`config.mk`:
```
export PLATFORM = sky130hd
export DESIGN_NAME = utf8_accent_folding
export DESIGN_NICKNAME = d
export VERILOG_FILES = /design/src/rtl/utf8af_pkg.sv /design/src/rtl/utf8af_decode.sv /design/src/rtl/utf8_accent_folding.sv
export SDC_FILE = /design/constraint.sdc
export NUM_CORES = 1
export LEC_CHECK = 0
export BUFFER_PORTS_ARGS = -buffer_cell sky130_fd_sc_hd__buf_4
export CAP_MARGIN = 5
export CORE_MARGIN = 1
export CORE_UTILIZATION = 41
export DETAILED_ROUTE_END_ITERATION = 16
export SLEW_MARGIN = 10
export SYNTH_ARGS = -nofsm -noshare
export SYNTH_HDL_FRONTEND = slang
export SYNTH_HIERARCHICAL = 1
export SYNTH_SLANG_ARGS = --single-unit
```
`constraint.sdc`:
```
create_clock -name clk -period 3.3 [get_ports clk]
set_clock_uncertainty 0.15 [all_clocks]
set_input_delay 0.495 -clock clk [delete_from_list [all_inputs] [get_ports clk]]
set_output_delay 0.495 -clock clk [all_outputs]
set_load 0.1 [all_outputs]
```
`src/rtl/utf8af_pkg.sv`:
```
// Package for the UTF-8 accent folder: pending-prefix codes, the decode
// result bundle and the fold table for C3 pairs. No dependencies.
`timescale 1ns / 1ps

package utf8af_pkg;

	localparam int unsigned MaxOut = 3;
	localparam int unsigned CntW   = $clog2(MaxOut + 1);

	localparam logic [7:0] BYTE_C3    = 8'hC3;
	localparam logic [7:0] BYTE_C5    = 8'hC5;
	localparam logic [7:0] BYTE_E2    = 8'hE2;
	localparam logic [7:0] BYTE_80    = 8'h80;
	localparam logic [7:0] BYTE_99    = 8'h99;
	localparam logic [7:0] BYTE_92    = 8'h92;
	localparam logic [7:0] BYTE_93    = 8'h93;
	localparam logic [7:0] CHAR_UP_O  = 8'h4F;
	localparam logic [7:0] CHAR_UP_E  = 8'h45;
	localparam logic [7:0] CHAR_LO_O  = 8'h6F;
	localparam logic [7:0] CHAR_LO_E  = 8'h65;
	localparam logic [7:0] CHAR_APOS  = 8'h27;

	// Pending lead byte, one-hot
	typedef enum logic [3:0] {
		LEAD_NONE = 4'b0001,
		LEAD_C3   = 4'b0010,
		LEAD_C5   = 4'b0100,
		LEAD_E2   = 4'b1000
	} lead_t;

	typedef struct packed {
		logic [MaxOut-1:0][7:0] bytes;
		logic [CntW-1:0]        cnt;
		lead_t                  lead;
		logic                   cont;
	} fold_res_t;

	// Second byte after C3, offset from 0x80; zero means no fold
	function automatic logic [7:0] fold_c3(input logic [5:0] idx);
		logic [7:0] f;
		unique case (idx) inside
			[6'h00:6'h05]: f = 8'h41; // A
			6'h07:         f = 8'h43; // C
			[6'h08:6'h0B]: f = 8'h45; // E
			[6'h0C:6'h0F]: f = 8'h49; // I
			[6'h12:6'h16]: f = 8'h4F; // O
			[6'h19:6'h1C]: f = 8'h55; // U
			[6'h20:6'h25]: f = 8'h61; // a
			6'h27:         f = 8'h63; // c
			[6'h28:6'h2B]: f = 8'h65; // e
			[6'h2C:6'h2F]: f = 8'h69; // i
			[6'h32:6'h36]: f = 8'h6F; // o
			[6'h39:6'h3C]: f = 8'h75; // u
			6'h3F:         f = 8'h79; // y
			default:       f = 8'h00;
		endcase
		return f;
	endfunction

endpackage

```
`src/rtl/utf8af_decode.sv`:
```
// Combinational decode of one byte against the pending prefix.
// Depends on utf8af_pkg.
`timescale 1ns / 1ps

module utf8af_decode import utf8af_pkg::*; (
	input  logic [7:0] in_byte,
	input  logic       text_end,
	input  lead_t      lead,
	input  logic       cont,
	output fold_res_t  res
);

	logic       fr_open;
	lead_t      fr_lead;
	logic [7:0] fold_val;

	// Byte seen with nothing pending: open a prefix unless at end of text
	always_comb begin
		fr_open = 1'b0;
		fr_lead = LEAD_NONE;
		if (!text_end) begin
			if (in_byte == BYTE_C3) begin
				fr_open = 1'b1;
				fr_lead = LEAD_C3;
			end else if (in_byte == BYTE_C5) begin
				fr_open = 1'b1;
				fr_lead = LEAD_C5;
			end else if (in_byte == BYTE_E2) begin
				fr_open = 1'b1;
				fr_lead = LEAD_E2;
			end
		end
	end

	assign fold_val = (in_byte[7:6] == 2'b10) ? fold_c3(in_byte[5:0]) : 8'h00;

	always_comb begin
		res.bytes = '0;
		res.cnt   = '0;
		res.lead  = LEAD_NONE;
		res.cont  = 1'b0;
		unique case (lead)
			LEAD_NONE: begin
				if (fr_open) begin
					res.lead = fr_lead;
				end else begin
					res.bytes[0] = in_byte;
					res.cnt      = CntW'(1);
				end
			end
			LEAD_C3: begin
				if (fold_val != 8'h00) begin
					res.bytes[0] = fold_val;
					res.cnt      = CntW'(1);
				end else begin
					res.bytes[0] = BYTE_C3;
					res.bytes[1] = in_byte;
					res.cnt      = CntW'(2);
				end
			end
			LEAD_C5: begin
				if (in_byte == BYTE_92) begin
					res.bytes[0] = CHAR_UP_O;
					res.bytes[1] = CHAR_UP_E;
					res.cnt      = CntW'(2);
				end else if (in_byte == BYTE_93) begin
					res.bytes[0] = CHAR_LO_O;
					res.bytes[1] = CHAR_LO_E;
					res.cnt      = CntW'(2);
				end else begin
					res.bytes[0] = BYTE_C5;
					if (fr_open) begin
						res.lead = fr_lead;
						res.cnt  = CntW'(1);
					end else begin
						res.bytes[1] = in_byte;
						res.cnt      = CntW'(2);
					end
				end
			end
			LEAD_E2: begin
				if (!cont) begin
					if (in_byte == BYTE_80 && !text_end) begin
						res.lead = LEAD_E2;
						res.cont = 1'b1;
					end else if (in_byte == BYTE_80) begin
						res.bytes[0] = BYTE_E2;
						res.bytes[1] = BYTE_80;
						res.cnt      = CntW'(2);
					end else begin
						res.bytes[0] = BYTE_E2;
						if (fr_open) begin
							res.lead = fr_lead;
							res.cnt  = CntW'(1);
						end else begin
							res.bytes[1] = in_byte;
							res.cnt      = CntW'(2);
						end
					end
				end else if (in_byte == BYTE_99) begin
					res.bytes[0] = CHAR_APOS;
					res.cnt      = CntW'(1);
				end else begin
					res.bytes[0] = BYTE_E2;
					res.bytes[1] = BYTE_80;
					if (fr_open) begin
						res.lead = fr_lead;
						res.cnt  = CntW'(2);
					end else begin
						res.bytes[2] = in_byte;
						res.cnt      = CntW'(3);
					end
				end
			end
			default: begin
				res.lead = LEAD_NONE;
			end
		endcase
	end

endmodule

```
`src/rtl/utf8_accent_folding.sv`:
```
// Top level of the UTF-8 accent folder: input register, decode, result buffer.
// Depends on utf8af_pkg and utf8af_decode.
`timescale 1ns / 1ps

//  channel | handshake           | payload
//  --------+---------------------+------------------------------
//  input   | in_valid / in_ready | in_byte, text_end
//  output  | out_valid/out_ready | out_byte, run_last, out_end
//
// One byte enters per cycle while the output is not stalled; a byte that yields
// one result or none keeps that pace. A byte that yields two or three results
// holds the input while the result buffer drains one byte a cycle, unless the output stalls.
// From input accept to the first result an item passes the input register and the result buffer.
// Reset clears the pending prefix and empties both stages.
// A stalled output holds the buffer; the input register still takes an item while it is empty.

module utf8_accent_folding import utf8af_pkg::*; (
	input  logic       clk,
	input  logic       arst_n,
	input  logic       in_valid,
	output logic       in_ready,
	input  logic [7:0] in_byte,
	input  logic       text_end,
	output logic       out_valid,
	input  logic       out_ready,
	output logic [7:0] out_byte,
	output logic       run_last,
	output logic       out_end
);

	// Input register stage
	logic       valid_s1;
	logic [7:0] byte_s1;
	logic       end_s1;

	// Pending prefix state
	lead_t lead_q;
	logic  cont_q;

	// Result buffer: bytes shift down as they leave, rem_q counts what remains
	logic [MaxOut-1:0][7:0] buf_q;
	logic [CntW-1:0]        rem_q;
	logic                   end_q;

	fold_res_t res;
	logic      pop;
	logic      buf_free;
	logic      adv;

	utf8af_decode u_decode (
		.in_byte  (byte_s1),
		.text_end (end_s1),
		.lead     (lead_q),
		.cont     (cont_q),
		.res      (res)
	);

	assign out_valid = (rem_q != '0);
	assign out_byte  = buf_q[0];
	assign run_last  = (rem_q == CntW'(1));
	assign out_end   = run_last & end_q;

	assign pop      = out_valid & out_ready;
	// Buffer takes a new group once empty or when its last byte leaves now
	assign buf_free = (rem_q == '0) || (run_last && out_ready);
	assign adv      = valid_s1 & buf_free;
	assign in_ready = !valid_s1 || adv;

	always_ff @(posedge clk or negedge arst_n) begin
		if (!arst_n) begin
			valid_s1 <= 1'b0;
		end else if (in_ready) begin
			valid_s1 <= in_valid;
		end
	end

	always_ff @(posedge clk) begin
		if (in_valid && in_ready) begin
			byte_s1 <= in_byte;
			end_s1  <= text_end;
		end
	end

	// Advance the prefix state as each item leaves the input register
	always_ff @(posedge clk or negedge arst_n) begin
		if (!arst_n) begin
			lead_q <= LEAD_NONE;
			cont_q <= 1'b0;
		end else if (adv) begin
			lead_q <= res.lead;
			cont_q <= res.cont;
		end
	end

	always_ff @(posedge clk or negedge arst_n) begin
		if (!arst_n) begin
			rem_q <= '0;
		end else if (adv) begin
			rem_q <= res.cnt;
		end else if (pop) begin
			rem_q <= rem_q - CntW'(1);
		end
	end

	always_ff @(posedge clk) begin
		if (adv) begin
			buf_q <= res.bytes;
			end_q <= end_s1;
		end else if (pop) begin
			buf_q <= {8'h00, buf_q[MaxOut-1:1]};
		end
	end

	// A continuation flag only exists under a pending E2
	a_cont_lead: assert property (@(posedge clk) disable iff (!arst_n)
		cont_q |-> (lead_q == LEAD_E2))
		else $error("continuation flag set without pending E2");

	// The final byte of a text leaves with no prefix pending
	a_end_clean: assert property (@(posedge clk) disable iff (!arst_n)
		(pop && out_end) |-> (lead_q == LEAD_NONE && !cont_q))
		else $error("prefix pending at end of text");

	// A held input register keeps its item
	a_s1_hold: assert property (@(posedge clk) disable iff (!arst_n)
		(valid_s1 && !adv) |=> (valid_s1 && $stable(byte_s1) && $stable(end_s1)))
		else $error("input register lost a held item");

	// The buffer never holds more than its capacity
	a_rem_max: assert property (@(posedge clk) disable iff (!arst_n)
		rem_q <= CntW'(MaxOut))
		else $error("result buffer count out of range");

endmodule

```
; ---- Word-level counts from Yosys, hierarchy flattened
; Cells that the tools add are included.
[word_totals]
reg_bits = 42
inputBits = 13
output_inout_bits = 12
wordCells = 112
[classes]
addsub = 1
magnitude_cmp = 20
n_eq_ne = 16
mux = 41
bitwise = 3
n_reduce_logical = 21
[ops]
columns = op, n
row1 = $pmux 7 s13, 1
row2 = $mux 18, 4
row3 = $eq 8x8->1 const B, 7
row4 = $mux 24, 2
row5 = $mux 4, 10
row6 = $pmux 10 s4, 1
row7 = $mux 8, 4
row8 = $ge 6x6->1 const B, 5
row9 = $le 6x6->1 const B, 5
row10 = $mux 10, 3
row11 = $pmux 8 s3, 1
row12 = $mux 22, 1
row13 = $mux 16, 1
row14 = $logic_and 1x1->1, 13
row15 = $eq 6x6->1 const B, 2
row16 = $ge 6x4->1 const B, 2
row17 = $ge 6x5->1 const B, 2
row18 = $le 6x4->1 const B, 2
row19 = $le 6x5->1 const B, 2
row20 = $pmux 4 s3, 1
row21 = $mux 1, 8
row22 = $reduce_bool 8->1, 1
row23 = $mux 7, 1
row24 = $eq 6x3->1 const B, 1
row25 = 15 further kinds, 22

; ---- Longest topological paths before layout
[logic_depth]
depth_word = 11
ltp_mapped = 9

; ---- Cells and area by module
; Netlist, hierarchy kept.
[modules_own_cells]
columns = mod, n_inst, cells_each, area_each_um2, seq_area_each_um2
row1 = utf8_accent_folding, 1, 103, 1762.9, 1222.4
row2 = utf8af_decode, 1, 152, 910.9, 0.0

; ---- Worst setup path after synthesis
; OpenSTA, ideal clock, no wires.
[synth_timing]
kind = reg-to-reg
startpoint = register rem_q[1]
endpoint = register byte_s1[0], enable pin
arrival_time_ns = 2.551
required_time_ns = 2.812
slack_ns = 0.261
path_stages_with_launch = 6
path_cell_list = dfrtp_1 -> inv_1 -> ha_1 -> a21oi_2 -> nand2_1 -> and2_1
[synth_via]
elab_chain_len = 6
[synth_rtl]
columns = element, line_no
row1 = start: declaration, utf8_accent_folding.sv:42  ; logic [CntW-1:0] rem_q;
row2 = start signal: assignment, utf8_accent_folding.sv:99  ; rem_q <= res.cnt;
row3 = start signal: assignment, utf8_accent_folding.sv:101  ; rem_q <= rem_q - CntW'(1);
row4 = $eq 2x1->1, utf8_accent_folding.sv:60  ; assign run_last = (rem_q == CntW'(1));
row5 = named net run_last, utf8_accent_folding.sv:27  ; output logic run_last,
row6 = $logic_and 1x1->1, utf8_accent_folding.sv:65  ; assign buf_free = (rem_q == '0) || (run_last && out_ready);
row7 = $logic_or 1x1->1, utf8_accent_folding.sv:65
row8 = $and 1x1->1, utf8_accent_folding.sv:66  ; assign adv = valid_s1 & buf_free;
row9 = $logic_or 1x1->1, utf8_accent_folding.sv:67  ; assign in_ready = !valid_s1 || adv;
row10 = named net in_ready, utf8_accent_folding.sv:21  ; output logic in_ready,
row11 = $logic_and 1x1->1, utf8_accent_folding.sv:78  ; if (in_valid && in_ready) begin
row12 = end signal: assignment, utf8_accent_folding.sv:79  ; byte_s1 <= in_byte;
row13 = end: declaration, utf8_accent_folding.sv:33  ; logic [7:0] byte_s1;
; The timed path passes the listed nets, and every way through them passes these cells.
; A chain may end at the register's enable or synchronous reset.

==> metrics.log <==
[metrics] status: complete, no violations
[metrics] total grt overflow: 0
[metrics] Data required, critical path: around 3.3 ns
[metrics] sequential fraction of the synthesis area: between 40% and 50%
[metrics] commonest cells in the synthesized netlist: sky130_fd_sc_hd__edfxtp_1, sky130_fd_sc_hd__mux2_2, sky130_fd_sc_hd__nand2_1, sky130_fd_sc_hd__nor2_1, sky130_fd_sc_hd__o21ai_0
[metrics] cell type group with the largest total delay on the critical path: simple AND/OR/NAND/NOR gates
[metrics] yosys synthesis warning count: 6
[metrics] #FFs+latches synth: between 40 and 50
[metrics] Critical Path Source Type: flop
[metrics] number of optimization iterations in the first detailed-route pass: 4
[metrics] detailed-route wire length: roughly 5.5 mm
[metrics] FFs w/ async S/R, synth: a little under a fifth
[metrics] Period minus WS final: approximately 2.8 ns
[metrics] leakage dissipation: roughly 0.0012 uW
[metrics] number of buffers on the longest clock path: 2
[metrics] share of final-layout standard cells stronger than drive strength 1: 26.9%
[metrics] Critical Setup Path Class: flop to flop
[metrics] worst path arrival time: roughly 2.8 ns
[metrics] Most used DFF post-synth: sky130_fd_sc_hd__edfxtp_1
[metrics] Slew HR: 35.9%
[metrics] post-synthesis cell count: around 260
[metrics] syn_nets: 270
[metrics] Setup-failing EPs final: 0
[metrics] Max-Cap Viols: 0
[metrics] largest cells by area after synthesis: sky130_fd_sc_hd__edfxtp_1, sky130_fd_sc_hd__mux2_2, sky130_fd_sc_hd__dfrtp_1
[metrics] number of clock sinks: 42
[metrics] number of design-rule violations left by the first detailed-router iteration: 179
[metrics] ratio of routed vias to standard cells: between 5 and 6
[metrics] die extent in x: between 80 and 90 microns
[metrics] Rows: 29
[metrics] initial core utilization: approximately 42%
[metrics] buffers plus inverters on the worst setup path: 2
[metrics] cell with the most instances after synthesis: sky130_fd_sc_hd__edfxtp_1
[metrics] die height: just over 80 microns
[metrics] wire length of the first global-routing pass: a little under 9 mm
[metrics] RD Place Congestion: 0.956
[metrics] final-report hold violation count: 0
[metrics] count of unique library cells instantiated by Yosys: slightly above 60
[metrics] Avg Inst Size Synth: ~10 sq um
[metrics] cts repair resizes: 0
[metrics] power density of the placed cells: 899 mW/mm^2
[metrics] largest fanout on the critical path: 10
[metrics] Max IR drop VDD: between 0.6 and 0.7 mV
[metrics] diode insertion count for antenna repair: 0
[metrics] total global routing track utilization: ~17%
[metrics] r2r setup slk: ~0.49 ns
[metrics] Worst Max-Slew Pin Slew: between 0.9 and 1 ns
[metrics] maximum level of the CTS H-tree: 2
[metrics] Area growth, synth to finish: 12.9%
[metrics] average wire per cell in the routed design: about 16 microns
[metrics] final routed DRC violation total: 0
[metrics] Largest stage delay, worst path: 0.69 ns
[metrics] Max Freq: 356 MHz
[metrics] DIE AREA: slightly below 0.007 sq mm
[metrics] final total negative setup slack: 0 ns
[metrics] worst skew pair latency: approximately 0.30 ns
[metrics] HPWL after detailed placement: between 4 and 5 mm
[metrics] number of antenna violations at the first check in global routing: 0
[metrics] nets@finish: a little under 300
[metrics] TritonCTS buffer count: 5
[metrics] path type of the worst min-delay path: primary input to flop
[metrics] clock tree from TritonCTS: built
[metrics] number of synthesized flops with an enable pin: 34
[metrics] cell with the largest stage delay on the worst path: sky130_fd_sc_hd__or4_1
[metrics] vias in the first global route: around 1.7k
[metrics] pins over their slew limit: 0
[metrics] standard cell core area: about 0.0063 sq mm
[metrics] final antenna-violating net count: 0
[metrics] vias after detailed routing: a little under 2k
[metrics] RSZ-0062 raised after global routing: no
[metrics] maximum number of pins on one net before global-route repair: 28
[metrics] count of pins on the block boundary: 25
[metrics] area share of the largest cell type after synthesis: 38.2%
[metrics] Clock Tree Root: sky130_fd_sc_hd__clkbuf_8
[metrics] post-CTS clock slew at the launch and capture registers of the worst setup and hold paths: 0.08 ns
[metrics] most area-hungry cell type in the Yosys netlist: sky130_fd_sc_hd__edfxtp_1
[metrics] share of the clock period used by the worst path after layout: between 80 and 90%
[metrics] category of the worst setup path capture point: flop
[metrics] cell area after synthesis: about 0.0027 sq mm
[metrics] post-route core utilization: 47.8%
[metrics] count of input and output buffers: 24
[metrics] cell-by-cell trace of the critical path: inv_1 > a32oi_1 > or4_1 > buf_4 > a221oi_1 > a31oi_1 > nor4_1 > a311oi_1
through the flow:
stage	instance area, sq um	power, uW	cells	worst slack, ns	hold slack, ns
final	3020	2710	352	0.488	0.218
after global placement	2880	2250	343	0.561	0.170
after floorplan	2670	2100	255	0.261	0.0494
after CTS	3020	2740	352	0.525	0.211
after global routing	3020	2860	352	0.323	0.204
after detailed placement	2880	2250	343	0.531	0.171
power breakdown:
part	leakage, uW	switching, uW	total [uW]	internal (uW)
combinational	0.000720	954	1340	387
clock	0.0000658	184	484	300
sequential	0.000440	83.6	890	806
total	0.00123	1220	2710	1490
final timing paths:
kind                             from          to  cells after the start
min reg2reg                    end_s1       end_q                      0
min                        in_byte[5]  byte_s1[5]                      1
max                        byte_s1[2]    rem_q[1]                      8
min in group asynchronous      arst_n   lead_q[2]                      2
max reg2reg                byte_s1[2]    rem_q[1]                      8
max in group asynchronous      arst_n   lead_q[0]                      2
what timing repair did:
item                      CTS  global route
hold buffers                1             0
hold endpoints to repair    7             0
buffers inserted            0             0
final cells by class:
cell class                 count  area (sq um)
clock inverter                 3          63.8
clock buffer                   5          68.8
fill                         587          3290
tap                           77          96.3
timing repair buffer          36           273
sequential                    42          1220
multi-input combinational    176          1240
inverter                      13          53.8
sequential cells by signal, indices dropped and copies added, names as in the netlist:
name	count
buf_q	16
byte_s1	8
cont_q	1
end_q	1
end_s1	1
lead_q	4
out_byte	8
rem_q	2
valid_s1	1
cells by family after synthesis:
logic type                 Yosys count  share of synthesized area [%]
adders and majority gates            2                          0.936
buffers and inverters               37                           7.86
xor gates and xnor gates             2                          0.655
muxes                               23                           9.78
DFF                                 42                           45.7
AOI/OAI and AO/OA                   60                           15.3
and+or+nand+nor                     89                           19.7
routing by layer:
metal	wire (microns)	GRT usage (%)
met1	2600	24.0
met2	2470	25.7
met3	306	3.85
met4	103	7.41
met5	0	0
worst register-to-register path, delay by kind of cell (launching register included):
kind	cells	cell delay (ns)
AO/OA/AOI/OAI	4	0.52
flip-flops	1	0.51
buffers and inverters	2	0.49
AND/OR/NAND/NOR	2	0.98
layout by cell type (no fill, tap or decap), types with 7 or more instances in the layout:
master,instances
sky130_fd_sc_hd__and2_1,12
sky130_fd_sc_hd__mux2_2,19
sky130_fd_sc_hd__dfrtp_1,7
sky130_fd_sc_hd__o21ai_0,13
sky130_fd_sc_hd__nand2_1,15
sky130_fd_sc_hd__edfxtp_1,34
sky130_fd_sc_hd__and3_1,8
sky130_fd_sc_hd__nor2_1,15
sky130_fd_sc_hd__inv_1,12
sky130_fd_sc_hd__buf_4,35
sky130_fd_sc_hd__a21oi_1,9
Power figures use the tool's default switching activity.
